$ cat src/design/vgm_pkg.sv
// Package: parse phase, event kinds, opcodes and beat types for the command stream parser
package vgm_pkg;

   typedef enum logic [2:0] {
      PH_OPCODE = 3'd0,
      PH_DATA   = 3'd1,
      PH_ADDR   = 3'd2,
      PH_FMDATA = 3'd3,
      PH_CNT_LO = 3'd4,
      PH_CNT_HI = 3'd5
   } phase_type;

   localparam logic [2:0] EV_TONE    = 3'd0;
   localparam logic [2:0] EV_FM0     = 3'd1;
   localparam logic [2:0] EV_FM1     = 3'd2;
   localparam logic [2:0] EV_WAIT    = 3'd3;
   localparam logic [2:0] EV_LOOP    = 3'd4;
   localparam logic [2:0] EV_END     = 3'd5;
   localparam logic [2:0] EV_HANDOFF = 3'd6;
   localparam logic [2:0] EV_ERROR   = 3'd7;

   localparam logic [7:0] OP_TONE_STEREO = 8'h4F;
   localparam logic [7:0] OP_TONE        = 8'h50;
   localparam logic [7:0] OP_FM_PORT0    = 8'h52;
   localparam logic [7:0] OP_FM_PORT1    = 8'h53;
   localparam logic [7:0] OP_WAIT_N      = 8'h61;
   localparam logic [7:0] OP_WAIT_735    = 8'h62;
   localparam logic [7:0] OP_WAIT_882    = 8'h63;
   localparam logic [7:0] OP_END         = 8'h66;
   localparam logic [7:0] OP_DATA_BLOCK  = 8'h67;
   localparam logic [7:0] OP_SEEK        = 8'hE0;
   localparam logic [3:0] NIB_WAIT_SHORT = 4'h7;
   localparam logic [3:0] NIB_PCM_WRITE  = 4'h8;

   localparam logic [7:0]  STEREO_ADDR = 8'h06;
   localparam logic [7:0]  PCM_ADDR    = 8'h2A;
   localparam logic [15:0] WAIT_NTSC   = 16'd735;
   localparam logic [15:0] WAIT_PAL    = 16'd882;

   typedef struct packed {
      logic [7:0] stream_byte;
      logic [7:0] pcm_byte;
   } req_beat_type;

   typedef struct packed {
      logic [2:0]  event_kind;
      logic [7:0]  reg_addr;
      logic [7:0]  write_data;
      logic [15:0] wait_samples;
      logic        pcm_advance;
   } rsp_beat_type;

   typedef struct packed {
      phase_type  phase;
      logic [7:0] opcode;
      logic [7:0] operand;
      logic       halted;
   } parse_state_type;

endpackage

$ cat src/design/vgm_command_stream_parser_top.sv
// Top level: command stream parser with input register, decoder and result register
//
//   channel | direction | handshake           | payload
//   req     | in        | req_valid/req_stall | req_data (stream_byte, pcm_byte)
//   rsp     | out       | rsp_valid/rsp_stall | rsp_data (event, addr, data, wait, advance)
//   csr     | in        | csr_write_enable    | csr_write_data (loop_enable)
//
// One byte per cycle while not stalled: a beat is held in the input register, is
// decoded against the parse state, and any event lands in the result register.
// Synchronous active-high reset clears valids, parse state and loop_enable.
// A byte that completes no command passes without waiting on rsp_stall; an
// event waits only while the result register is full and stalled.
module vgm_command_stream_parser_top
   import vgm_pkg::*;
(
   input  logic         clock,
   input  logic         reset,
   input  logic         req_valid,
   output logic         req_stall,
   input  req_beat_type req_data,
   output logic         rsp_valid,
   input  logic         rsp_stall,
   output rsp_beat_type rsp_data,
   input  logic         csr_write_enable,
   input  logic         csr_write_data
);

   logic            loop_enable_ff;
   logic            in_valid_ff;
   req_beat_type    in_beat_ff;
   parse_state_type state_ff;
   parse_state_type state_in;
   logic            out_valid_ff;
   rsp_beat_type    out_beat_ff;
   logic            emit;
   rsp_beat_type    event_beat;
   logic            out_free;
   logic            advance;

   vgm_decode u_decode (
      .state       (state_ff),
      .beat        (in_beat_ff),
      .loop_enable (loop_enable_ff),
      .state_next  (state_in),
      .emit        (emit),
      .event_out   (event_beat)
   );

   assign out_free  = !out_valid_ff || !rsp_stall;
   assign advance   = in_valid_ff && (!emit || out_free);
   assign req_stall = in_valid_ff && !advance;
   assign rsp_valid = out_valid_ff;
   assign rsp_data  = out_beat_ff;

   always_ff @(posedge clock) begin
      if (reset) begin
         loop_enable_ff <= 1'b0;
         in_valid_ff    <= 1'b0;
         out_valid_ff   <= 1'b0;
         state_ff       <= '{phase: PH_OPCODE, opcode: 8'h00, operand: 8'h00, halted: 1'b0};
      end else begin
         if (csr_write_enable) begin
            loop_enable_ff <= csr_write_data;
         end
         if (!req_stall) begin
            in_valid_ff <= req_valid;
         end
         if (advance) begin
            state_ff <= state_in;
         end
         if (advance && emit) begin
            out_valid_ff <= 1'b1;
         end else if (!rsp_stall) begin
            out_valid_ff <= 1'b0;
         end
      end
   end

   always_ff @(posedge clock) begin
      if (!req_stall && req_valid) begin
         in_beat_ff <= req_data;
      end
      if (advance && emit) begin
         out_beat_ff <= event_beat;
      end
   end

endmodule

$ cat src/design/vgm_decode.sv
// Decoder: one stream byte against the parse state gives the next state and an optional event
module vgm_decode
   import vgm_pkg::*;
(
   input  parse_state_type state,
   input  req_beat_type    beat,
   input  logic            loop_enable,
   output parse_state_type state_next,
   output logic            emit,
   output rsp_beat_type    event_out
);

   logic [7:0] b;

   assign b = beat.stream_byte;

   always_comb begin
      state_next = state;
      emit       = 1'b0;
      event_out  = '0;
      if (!state.halted) begin
         case (state.phase)
            PH_DATA: begin
               state_next.phase       = PH_OPCODE;
               emit                   = 1'b1;
               event_out.event_kind   = EV_TONE;
               event_out.reg_addr     = (state.opcode == OP_TONE_STEREO) ? STEREO_ADDR : 8'h00;
               event_out.write_data   = b;
               event_out.wait_samples = 16'd1;
            end
            PH_ADDR: begin
               state_next.operand = b;
               state_next.phase   = PH_FMDATA;
            end
            PH_FMDATA: begin
               state_next.phase       = PH_OPCODE;
               emit                   = 1'b1;
               event_out.event_kind   = (state.opcode == OP_FM_PORT1) ? EV_FM1 : EV_FM0;
               event_out.reg_addr     = state.operand;
               event_out.write_data   = b;
               event_out.wait_samples = 16'd1;
            end
            PH_CNT_LO: begin
               state_next.operand = b;
               state_next.phase   = PH_CNT_HI;
            end
            PH_CNT_HI: begin
               state_next.phase       = PH_OPCODE;
               emit                   = 1'b1;
               event_out.event_kind   = EV_WAIT;
               event_out.wait_samples = {b, state.operand};
            end
            default: begin
               state_next.phase  = PH_OPCODE;
               state_next.opcode = b;
               if (b == OP_TONE_STEREO || b == OP_TONE) begin
                  state_next.phase = PH_DATA;
               end else if (b == OP_FM_PORT0 || b == OP_FM_PORT1) begin
                  state_next.phase = PH_ADDR;
               end else if (b == OP_WAIT_N) begin
                  state_next.phase = PH_CNT_LO;
               end else if (b == OP_WAIT_735) begin
                  emit                   = 1'b1;
                  event_out.event_kind   = EV_WAIT;
                  event_out.wait_samples = WAIT_NTSC;
               end else if (b == OP_WAIT_882) begin
                  emit                   = 1'b1;
                  event_out.event_kind   = EV_WAIT;
                  event_out.wait_samples = WAIT_PAL;
               end else if (b[7:4] == NIB_WAIT_SHORT) begin
                  emit                   = 1'b1;
                  event_out.event_kind   = EV_WAIT;
                  event_out.wait_samples = {12'd0, b[3:0]} + 16'd1;
               end else if (b[7:4] == NIB_PCM_WRITE) begin
                  emit                   = 1'b1;
                  event_out.event_kind   = EV_FM0;
                  event_out.reg_addr     = PCM_ADDR;
                  event_out.write_data   = beat.pcm_byte;
                  event_out.wait_samples = {12'd0, b[3:0]};
                  event_out.pcm_advance  = 1'b1;
               end else if (b == OP_END) begin
                  emit = 1'b1;
                  if (loop_enable) begin
                     event_out.event_kind = EV_LOOP;
                  end else begin
                     event_out.event_kind = EV_END;
                     state_next.halted    = 1'b1;
                  end
               end else if (b == OP_DATA_BLOCK || b == OP_SEEK) begin
                  emit                 = 1'b1;
                  event_out.event_kind = EV_HANDOFF;
                  event_out.write_data = b;
               end else begin
                  emit                 = 1'b1;
                  event_out.event_kind = EV_ERROR;
                  event_out.write_data = b;
                  state_next.halted    = 1'b1;
               end
            end
         endcase
      end
   end

endmodule

$ cat config.mk
export PLATFORM = sky130hd
export DESIGN_NAME = vgm_command_stream_parser_top
export DESIGN_NICKNAME = d
export VERILOG_FILES = /design/src/design/vgm_pkg.sv /design/src/design/vgm_command_stream_parser_top.sv /design/src/design/vgm_decode.sv
export SDC_FILE = /design/constraint.sdc
export NUM_CORES = 1
export LEC_CHECK = 0
export BUFFER_PORTS_ARGS = -buffer_cell sky130_fd_sc_hd__buf_2
export CAP_MARGIN = 10
export CORE_MARGIN = 4
export CORE_UTILIZATION = 50
export CTS_BUF_LIST = sky130_fd_sc_hd__clkbuf_4 sky130_fd_sc_hd__clkbuf_8
export CTS_CLUSTER_SIZE = 10
export DETAILED_ROUTE_END_ITERATION = 10
export PLACE_DENSITY = 0.83
export RECOVER_POWER = 50
export SLEW_MARGIN = 20
export SYNTH_ARGS = -nofsm -noshare
export SYNTH_HDL_FRONTEND = slang
export SYNTH_HIERARCHICAL = 1
export SYNTH_SLANG_ARGS = --single-unit
$ cat constraint.sdc
create_clock -name clock -period 3.33 [get_ports clock]
set_input_delay 0.1665 -clock clock [delete_from_list [all_inputs] [get_ports clock]]
set_output_delay 0.1665 -clock clock [all_outputs]
set_load 0.1 [all_outputs]
==> results_dict.tcl, run 1 <==
set metrics [dict create \
    antenna_found_initial 0 \
    dr.first_iter.drc_count 246 \
    skew_ns 0.01604 \
    async_reset_ff_share_pct 0 \
    numCtsBuffers 9 \
    fillers 622 \
    p_sw_w 0.0006465 \
    worst_pin_slew_ns 1.579 \
    ys_types 54 \
    crit_slowest_cell "edfxtp_1" \
    fmax_ghz 0.3353 \
    cap_violations 1 \
    ant_nets 0 \
    nNetsFinal 451 \
    place_congestion 0.9131 \
    critPathKind "flop to output port" \
    critPathBufInv 3 \
    p_leak_nw 1.671 \
    tns_ns 0 \
    rsz0062_at_grt "false" \
    hold_ws_ns 0.09500 \
    drt_first_pass_iters 5 \
    syn_nets 376 \
    fin_crit_ns 2.982 \
    dp_hpwl_um 6108 \
    p_comb_share_pct 17.6 \
    dieArea_sq_um 9168 \
    hold_path.class "input port to flop" \
    netlist_instances 350 \
    p_int_w 0.001497 \
    path_clk_slew_ns 0.08 \
    drc 0 \
    syn-cell-area_sq_um 3850 \
    p_sw_share_pct 30.16 \
    cp_data_required_time_ns 3.16 \
    grt_pass1_vias 2804 \
    clkSinkCount 75 \
    dr_total_vias 2945 \
    placed_cells 497 \
    slowest_delay_ns 0.45 \
    ys_seq_elements 75 \
    grtUsageTotal_pct 21.10 \
    arrival_ns 2.82 \
    final-seq-area_sq_um 2022 \
    drive_gt1_share_pct 18.14 \
    worstPathMaxFanout 6 \
    yosys.area.top_type "edfxtp_1" \
    synth_warnings 6 \
    portBuffers 59 \
    clkPwrFrac_pct 32.3 \
    synth_top_cell_area_share_pct 40.56 \
    slew_violations 16 \
    setup_viol 0 \
    synth_ff_type "edfxtp_1" \
    area_delta_synth_final_pct 19.50 \
    slew_headroom_pct -6.078 \
    dieHeight_um 95.75 \
    crit_chain "inv_1 > ha_1 > nor2_1 > nor4b_4 > nor3_2 > o21ai_0 > a31oi_2 > nand4_1 > inv_1 > buf_12" \
    antenna_cells 0 \
    cts_tree "yes" \
    synth_edf_count 52 \
    io-pin-count 60 \
    cts-htree-levels 3 \
    wl_um 9014 \
    grt_pass1_wl_um 14520 \
    fin_crit_sh_pct 89.55 \
    synth_area_per_cell_sq_um 11.00 \
    multi_input_area_sq_um 1682 \
    grt_max_degree 44 \
    start_kind "flop" \
    ys_top_cells_by_count "edfxtp_1 (52), nand2b_1 (42), a21oi_1 (32)" \
    instances_no_fill 529 \
    core_sq_um 7370 \
    cts_buffer_depth 2 \
    peakVddDrop_uv 234.5 \
    std_cell_rows 31 \
    critPathCaptureType "output port" \
    power.density_nw_per_um2 466.0 \
    hold_violations 0 \
    clk-insertion-delay-late_ns 0.35 \
    grt.overflow.total 0 \
    ys_seq_area_share_pct 52.52 \
    crit_top_cell "inv_1" \
    seqPwrFrac_pct 50.1 \
    vias_per_cell 5.567 \
    synthTopCellsByArea "edfxtp_1 (41%), dfxtp_1 (12%), nand2b_1 (6.8%)" \
    initial_core_util_pct 52.24 \
    violations "capacitance limit, slew limit" \
    outcome "complete, but fails checks" \
    die_x_um 95.75 \
    critPathTopFamily "simple AND/OR/NAND/NOR gates" \
    yosysMostFrequentCell "edfxtp_1" \
    wire_per_inst_um 17.04 \
    cts_root_buf "clkbuf_8" \
]
==> per-stage QoR <==
| step | cell area, sq um | util (%) | setup WS [ns] | power [W] |
|---|---|---|---|---|
| floorplan | 3859 | - | 0.1340 | 0.001383 |
| global placement | 4295 | 58.29 | 0.5477 | 0.001459 |
| detailed placement | 4295 | 58.29 | 0.4778 | 0.001462 |
| CTS | 4653 | 63.14 | 0.2666 | 0.002158 |
| global route | 4601 | 62.43 | 0.1202 | 0.002235 |
| finish | 4601 | 62.43 | 0.3479 | 0.002144 |
==> final timing paths <==
path                                       start  slack [ns]  cells after the start             end
worst max-delay path               in_beat_ff[8]        0.35                     10       req_stall
worst min-delay path            csr_write_enable        0.09                      3  loop_enable_ff
worst max register to register     in_beat_ff[8]        0.49                     10  in_beat_ff[11]
worst min register to register      state_ff[16]        0.50                      2    state_ff[16]
==> flip-flops by register name, indices dropped and copies added, names as in the netlist <==
signal and count:
state_ff 20, in_valid_ff 1, loop_enable_ff 1, in_beat_ff 16
rsp_data 36, rsp_valid 1
==> routing by layer <==
layer | part of all wire, % | GRT usage (%) | up-vias
met5 | 0 | 0 | -
met1 | 44 | 27.83 | 1364
li1 | - | - | 1435
met2 | 47 | 33.93 | 127
met4 | 1.9 | 8.531 | 0
met3 | 7.0 | 4.378 | 19
==> worst min-delay path: stages <==
cell	delay (ns)
buf_2	0.09
mux2i_1	0.07
nor2_1	0.09
==> power groups by stage <==
stage          clock network, W  logic [W]  registers, W
2_1_floorplan                 0   0.000137       0.00125
3_3_place_gp                  0   0.000366       0.00109
3_5_place_dp                  0   0.000367       0.00109
4_1_cts                0.000702   0.000383       0.00107
5_1_grt                0.000757   0.000399       0.00108
6_report               0.000692   0.000377       0.00107
==> layout by cell type (no fill, tap or decap), types with 3 or more instances in the layout <==
cell | netlist | layout
nor2_1 | 24 | 23
nand4_1 | 3 | 3
nand4b_1 | 4 | 4
nand2b_1 | 42 | 42
mux2_2 | 15 | 15
inv_1 | 10 | 10
a21oi_1 | 32 | 32
nor2b_1 | 3 | 3
clkbuf_1 | 19 | 39
nand2_1 | 13 | 13
clkbuf_8 | 0 | 9
and3_1 | 5 | 5
a41o_1 | 3 | 3
dlygate4sd3_1 | 0 | 16
a22o_1 | 3 | 3
nand3_1 | 4 | 4
and2_0 | 0 | 6
mux2i_1 | 21 | 21
nor3_1 | 7 | 7
buf_4 | 0 | 11
o21ai_0 | 5 | 5
a22oi_1 | 3 | 3
o22ai_1 | 3 | 3
buf_2 | 3 | 21
ha_1 | 4 | 4
dfxtp_1 | 23 | 23
edfxtp_1 | 52 | 52
==> final cells by class <==
cell class,instances,area share [%]
clock buffer,9,2.692
clock inverter,7,1.605
inverter,11,0.8975
multi-input combinational,239,36.55
sequential,75,43.95
tap,99,2.692
timing repair buffer,89,11.61
==> logic make-up after synthesis <==
kind of cell,synth area share (%)
mux,9.847
flops,52.52
buf+inv,4.192
fa+ha+maj,1.300
simple gates,19.47
xor+xnor,0.2275
compound gates,12.45
==> what timing repair did <==
item	CTS	global route
hold buffers	16	0
setup buffers	0	0
endpoints found under the setup margin	0	1
hold endpoints to repair	16	0
gates resized for setup	0	1
No activity file was read; power rests on OpenSTA's default activity.
==> inputs of run 2 (changes only) <==
--- a/config.mk
+++ b/config.mk
@@ -7,12 +7,14 @@
 export LEC_CHECK = 0
 export BUFFER_PORTS_ARGS = -buffer_cell sky130_fd_sc_hd__buf_2
 export CAP_MARGIN = 10
+export CELL_PAD_IN_SITES_DETAIL_PLACEMENT = 1
+export CELL_PAD_IN_SITES_GLOBAL_PLACEMENT = 1
 export CORE_MARGIN = 4
-export CORE_UTILIZATION = 50
+export CORE_UTILIZATION = 42
 export CTS_BUF_LIST = sky130_fd_sc_hd__clkbuf_4 sky130_fd_sc_hd__clkbuf_8
 export CTS_CLUSTER_SIZE = 10
 export DETAILED_ROUTE_END_ITERATION = 10
-export PLACE_DENSITY = 0.83
+export PLACE_DENSITY = 0.87
 export RECOVER_POWER = 50
 export SLEW_MARGIN = 20
 export SYNTH_ARGS = -nofsm -noshare
==> run 2 against run 1 <==
Compared with the run above: critical endpoint is now state_ff[4]; die area grew 17%; clock-buffer cell count unchanged; highest routed layer unchanged; utilization decreased by 9.5 points; the run now ends clean; global-route usage down 0.53 points.
==> results_dict.tcl, run 2 (synthesis gave the netlist of run 1 again) <==
set metrics [dict create \
    arrival_ns 3.35 \
    drt_first_pass_iters 4 \
    drc 0 \
    crit_top_cell "buf_4" \
    clk-insertion-delay-late_ns 0.35 \
    cap_violations 0 \
    cts_buffer_depth 2 \
    place_congestion 0.9257 \
    placed_cells 505 \
    fin_crit_ns 3.088 \
    grt.overflow.total 0 \
    whs_path_depth 3 \
    vias_per_cell 5.739 \
    slew_headroom_pct 20.39 \
    dr_total_vias 3099 \
    critPathCaptureType "flop" \
    grt_pass1_vias 3258 \
    initial_core_util_pct 43.72 \
    final_common_cell "edfxtp_1" \
    p_total_w 0.002185 \
    slew_violations 0 \
    setup_viol 0 \
    peakVddDrop_uv 190.4 \
    area_delta_synth_final_pct 21.03 \
    core_sq_um 8806 \
    mostFrequentLayoutCells "edfxtp_1 (52), nand2b_1 (42), clkbuf_1 (39), a21oi_1 (32)" \
    dr.first_iter.drc_count 190 \
    dieHeight_um 103.7 \
    numCtsBuffers 9 \
    grt_pass1_wl_um 17730 \
    io-pin-count 60 \
    fin_crit_sh_pct 92.74 \
    wl_um 10740 \
    setup_ws_ns 0.2418 \
    drive_gt1_share_pct 18.52 \
    ant_nets 0 \
    slowest_delay_ns 0.50 \
    skew_ns 0.008849 \
    hold_violations 0 \
    crit_chain "inv_1 > ha_1 > nand4bb_1 > a2111oi_4 > nor3_4 > o21ai_0 > a31oi_2 > buf_4 > a31oi_4 > buf_4 > mux2i_1" \
    p_leak_nw 1.683 \
    grtUsageTotal_pct 20.57 \
    outcome "completed" \
    die_x_um 103.7 \
    cp_data_required_time_ns 3.59 \
    dieArea_sq_um 10760 \
    antenna_cells 0 \
    antenna_found_initial 0 \
    cp_num_cells 11 \
    crit_slowest_cell "edfxtp_1" \
    hold_ws_ns 0.1047 \
    wire_per_inst_um 19.90 \
    hold_path.class "input port to flop" \
    cts-htree-levels 3 \
    grt_max_degree 44 \
    tns_ns 0 \
    critPathBufInv 3 \
    portBuffers 59 \
    clkSinkCount 75 \
    post-place-ws_ns 0.2145 \
    cts_root_buf "clkbuf_8" \
    critPathKind "flop to flop" \
    worst_pin_slew_ns 1.199 \
    dp_hpwl_um 7327 \
    nNetsFinal 453 \
    path_clk_slew_ns 0.08 \
    power.density_nw_per_um2 469.0 \
    worstPathMaxFanout 20 \
    critPathTopFamily "compound AO/OA/AOI/OAI gates" \
    cts_tree "yes" \
    fmax_ghz 0.3238 \
    instances_no_fill 540 \
    largest_reg_flops 36 \
    start_kind "flop" \
    r2r_cells 11 \
    std_cell_rows 34 \
]
==> run 2: where the power goes <==
part,internal (W),switching (W)
logic,0.000108,0.000287
clock network,0.000350,0.000368
registers,0.00104,0.0000289
total,0.00150,0.000683
==> run 2: per-stage QoR <==
step / instance area (sq um) / utilization (%)
floorplan: 3859 / -
global placement: 4294 / 48.76
detailed placement: 4294 / 48.76
CTS: 4659 / 52.91
global route: 4659 / 52.91
finish: 4659 / 52.91
==> run 2: worst reg2reg max path: stages (launching register included) <==
cell	delay (ns)
edfxtp_1	0.50
inv_1	0.23
ha_1	0.24
nand4bb_1	0.17
a2111oi_4	0.43
nor3_4	0.12
o21ai_0	0.13
a31oi_2	0.18
buf_4	0.19
a31oi_4	0.17
buf_4	0.37
mux2i_1	0.27
==> run 2: worst paths after layout <==
path / start / endpoint / slack [ns]
hold reg to reg: state_ff[9] / state_ff[9] / 0.50
setup / recovery: in_beat_ff[9] / state_ff[4] / 0.24
setup reg to reg: in_beat_ff[9] / state_ff[4] / 0.24
hold / removal: csr_write_data / loop_enable_ff / 0.10
==> run 2: final cells by class <==
cell class | count | area, sq um
Clock buffer | 9 | 123.9
Clock inverter | 7 | 75.07
Fill cell | 972 | 4146
Inverter | 11 | 41.29
Multi-Input combinational cell | 239 | 1700
Sequential cell | 75 | 2022
Tap cell | 108 | 135.1
Timing Repair Buffer | 91 | 561.8
==> run 2: repair_timing <==
action | 4_1_cts | 5_1_grt
resized for setup | 1 | 2
pin swaps | 0 | 2
setup endpoints to repair | 1 | 17
buffers inserted | 0 | 3
hold buffers | 16 | 0
hold endpoints to repair | 16 | 0
==> run 2: routing by layer <==
layer  up-vias  wire length, um  global-route usage (%)
met4         0              138                   6.363
met1      1537             4614                   26.42
met2       106             5316                   34.53
met5         -                0                       0
li1       1440                -                       -
met3        16              674                   4.851
==> inputs of run 3 (changes only) <==
==> constraint.sdc (replaced) <==
create_clock -name clock -period 3.33 [get_ports clock]
set_input_delay 0.1665 -clock clock [delete_from_list [all_inputs] [get_ports clock]]
set_output_delay 0.1665 -clock clock [all_outputs]
set_load 0.02 [all_outputs]
==> run 3 against run 2 <==
Compared with the run above: worst hold slack lost 0.046 ns; maximum frequency rose by 2.1%; clock skew up 0.0034 ns; utilization is 0.60 points lower; clock power shrank 3%; critical path depth down 1; sequential cell count did not move; sequential power about the same; critical path type is now flop to output port; critical endpoint is now req_stall; largest cell class unchanged; highest routed layer unchanged.
==> results_dict.tcl, run 3 (synthesis gave the netlist of run 1 again) <==
set metrics [dict create \
    worst_pin_slew_ns 0.9865 \
    placed_cells 508 \
    cp_data_required_time_ns 3.16 \
    std_cell_rows 34 \
    fillers 969 \
    grt_max_degree 44 \
    largest_reg_flops 36 \
    critPathKind "flop to output port" \
    dr.first_iter.drc_count 372 \
    power.density_nw_per_um2 440.1 \
    peakVddDrop_uv 291.4 \
    antenna_cells 0 \
    slew_violations 0 \
    clk-insertion-delay-late_ns 0.36 \
    drt_first_pass_iters 5 \
    io-pin-count 60 \
    critPathTopFamily "simple AND/OR/NAND/NOR gates" \
    dr_total_vias 3085 \
    cap_violations 0 \
    cp-startpoint "in_beat_ff[8]" \
    start_kind "flop" \
    path_clk_slew_ns 0.08 \
    vias_per_cell 5.713 \
    outcome "completed" \
    rsz0062_at_grt "false" \
    p_leak_nw 1.678 \
    drive_gt1_share_pct 18.29 \
    antenna_found_initial 0 \
    endpoint "req_stall" \
    fmax_ghz 0.3306 \
    dieArea_sq_um 10760 \
    cts_root_buf "clkbuf_8" \
    crit_slowest_cell "edfxtp_1" \
    ant_nets 0 \
    grtUsageTotal_pct 20.83 \
    area_delta_synth_final_pct 19.66 \
    cts_tree "yes" \
    cts-htree-levels 3 \
    die_x_um 103.7 \
    critPathBufInv 3 \
    mostFrequentLayoutCells "edfxtp_1 (52), nand2b_1 (42), clkbuf_1 (40), a21oi_1 (32), nor2_1 (24)" \
    critPathCaptureType "output port" \
    instances_no_fill 540 \
    core_sq_um 8806 \
    grt.overflow.total 0 \
    numCtsBuffers 9 \
    place_congestion 0.9403 \
    grt_pass1_vias 3200 \
    final_common_cell "edfxtp_1" \
    tns_ns 0 \
    cp_num_cells 10 \
    setup_viol 0 \
    dieHeight_um 103.7 \
    wl_um 10820 \
    post-place-ws_ns 0.3750 \
    p_total_w 0.002027 \
    r2r_cells 10 \
    wire_per_inst_um 20.04 \
    skew_ns 0.01224 \
    dp_hpwl_um 7520 \
    reg2reg_slack_ns 0.37 \
    crit_chain "inv_1 > ha_1 > nor2_1 > nor4b_4 > nor3_4 > o21ai_0 > a31oi_2 > nand4_1 > inv_1 > buf_2" \
    setup_ws_ns 0.3050 \
    hold_violations 0 \
    r2r-start "in_beat_ff[8]" \
    arrival_ns 2.86 \
    crit_top_cell "inv_1" \
    clkSinkCount 75 \
    cts_buffer_depth 2 \
    initial_core_util_pct 43.72 \
    r2r-end "rsp_data[23]" \
    slowest_delay_ns 0.48 \
    hold_path.class "input port to flop" \
    worstPathMaxFanout 7 \
    drc 0 \
    nNetsFinal 453 \
    slew_headroom_pct 33.99 \
    fin_crit_sh_pct 90.84 \
    fin_crit_ns 3.025 \
    grt_pass1_wl_um 17640 \
    portBuffers 59 \
]
## run 3: cell types whose count changed in the layout (fill, tap and decap cells not counted), moves of 2 or more
| cell | change |
|---|---|
| clkinv_2 | +2 |
| clkbuf_4 | +2 |
| buf_12 | -2 |
| inv_6 | -2 |
## run 3: per-stage QoR
step | utilization [%] | area, sq um | hold slack (ns)
finish | 52.32 | 4607 | 0.05828
global route | 52.32 | 4607 | 0.09696
CTS | 52.80 | 4649 | 0.05686
detailed placement | 48.76 | 4294 | 0.3453
global placement | 48.76 | 4294 | 0.3443
floorplan | - | 3851 | 0.2654
## run 3: final cells by class
class / count / area, sq um / share of cell area (%)
clock buffer: 11 / 138.9 / 3.015
clock inverter: 5 / 56.30 / 1.222
inverter: 11 / 41.29 / 0.8963
multi-input combinational: 239 / 1680 / 36.47
sequential: 75 / 2022 / 43.89
tap: 108 / 135.1 / 2.933
timing repair buffer: 91 / 533.0 / 11.57
## run 3: tightest hold or removal path, delay by kind of cell
| family | cells | cell delay, ns |
|---|---|---|
| simple gates | 1 | 0.07 |
| mux | 1 | 0.06 |
| buf+inv | 1 | 0.08 |
## run 3: how the worst min path moves through the flow
stage,startpoint,to,slack (ns),cells after the start
6_report,csr_write_data,loop_enable_ff,0.06,3
5_1_grt,req_valid,in_valid_ff,0.1,3
4_1_cts,csr_write_data,loop_enable_ff,0.06,3
3_5_place_dp,req_data[14],in_beat_ff[14],0.35,1
3_3_place_gp,req_data[12],in_beat_ff[12],0.34,1
2_1_floorplan,req_data[0],in_beat_ff[0],0.27,0
## run 3: timing repair
| item | CTS | global route |
|---|---|---|
| buffers inserted | 0 | 0 |
| resized for setup | 0 | 2 |
| hold buffers | 16 | 0 |
| hold endpoints to repair | 16 | 0 |
| endpoints found under the setup margin | 0 | 1 |
## run 3: power breakdown
part | internal, W | switching [W]
Clock | 0.000362 | 0.000336
Sequential | 0.00104 | 0.0000288
Combinational | 0.000104 | 0.000151
Total | 0.00151 | 0.000516
## run 3: per-layer routing
metal	GRT usage, %	wire, um	up-vias
met4	5.793	153	0
met2	34.95	5346	109
met5	0	0	-
met3	4.602	718	14
met1	27.24	4604	1522
li1	-	-	1440
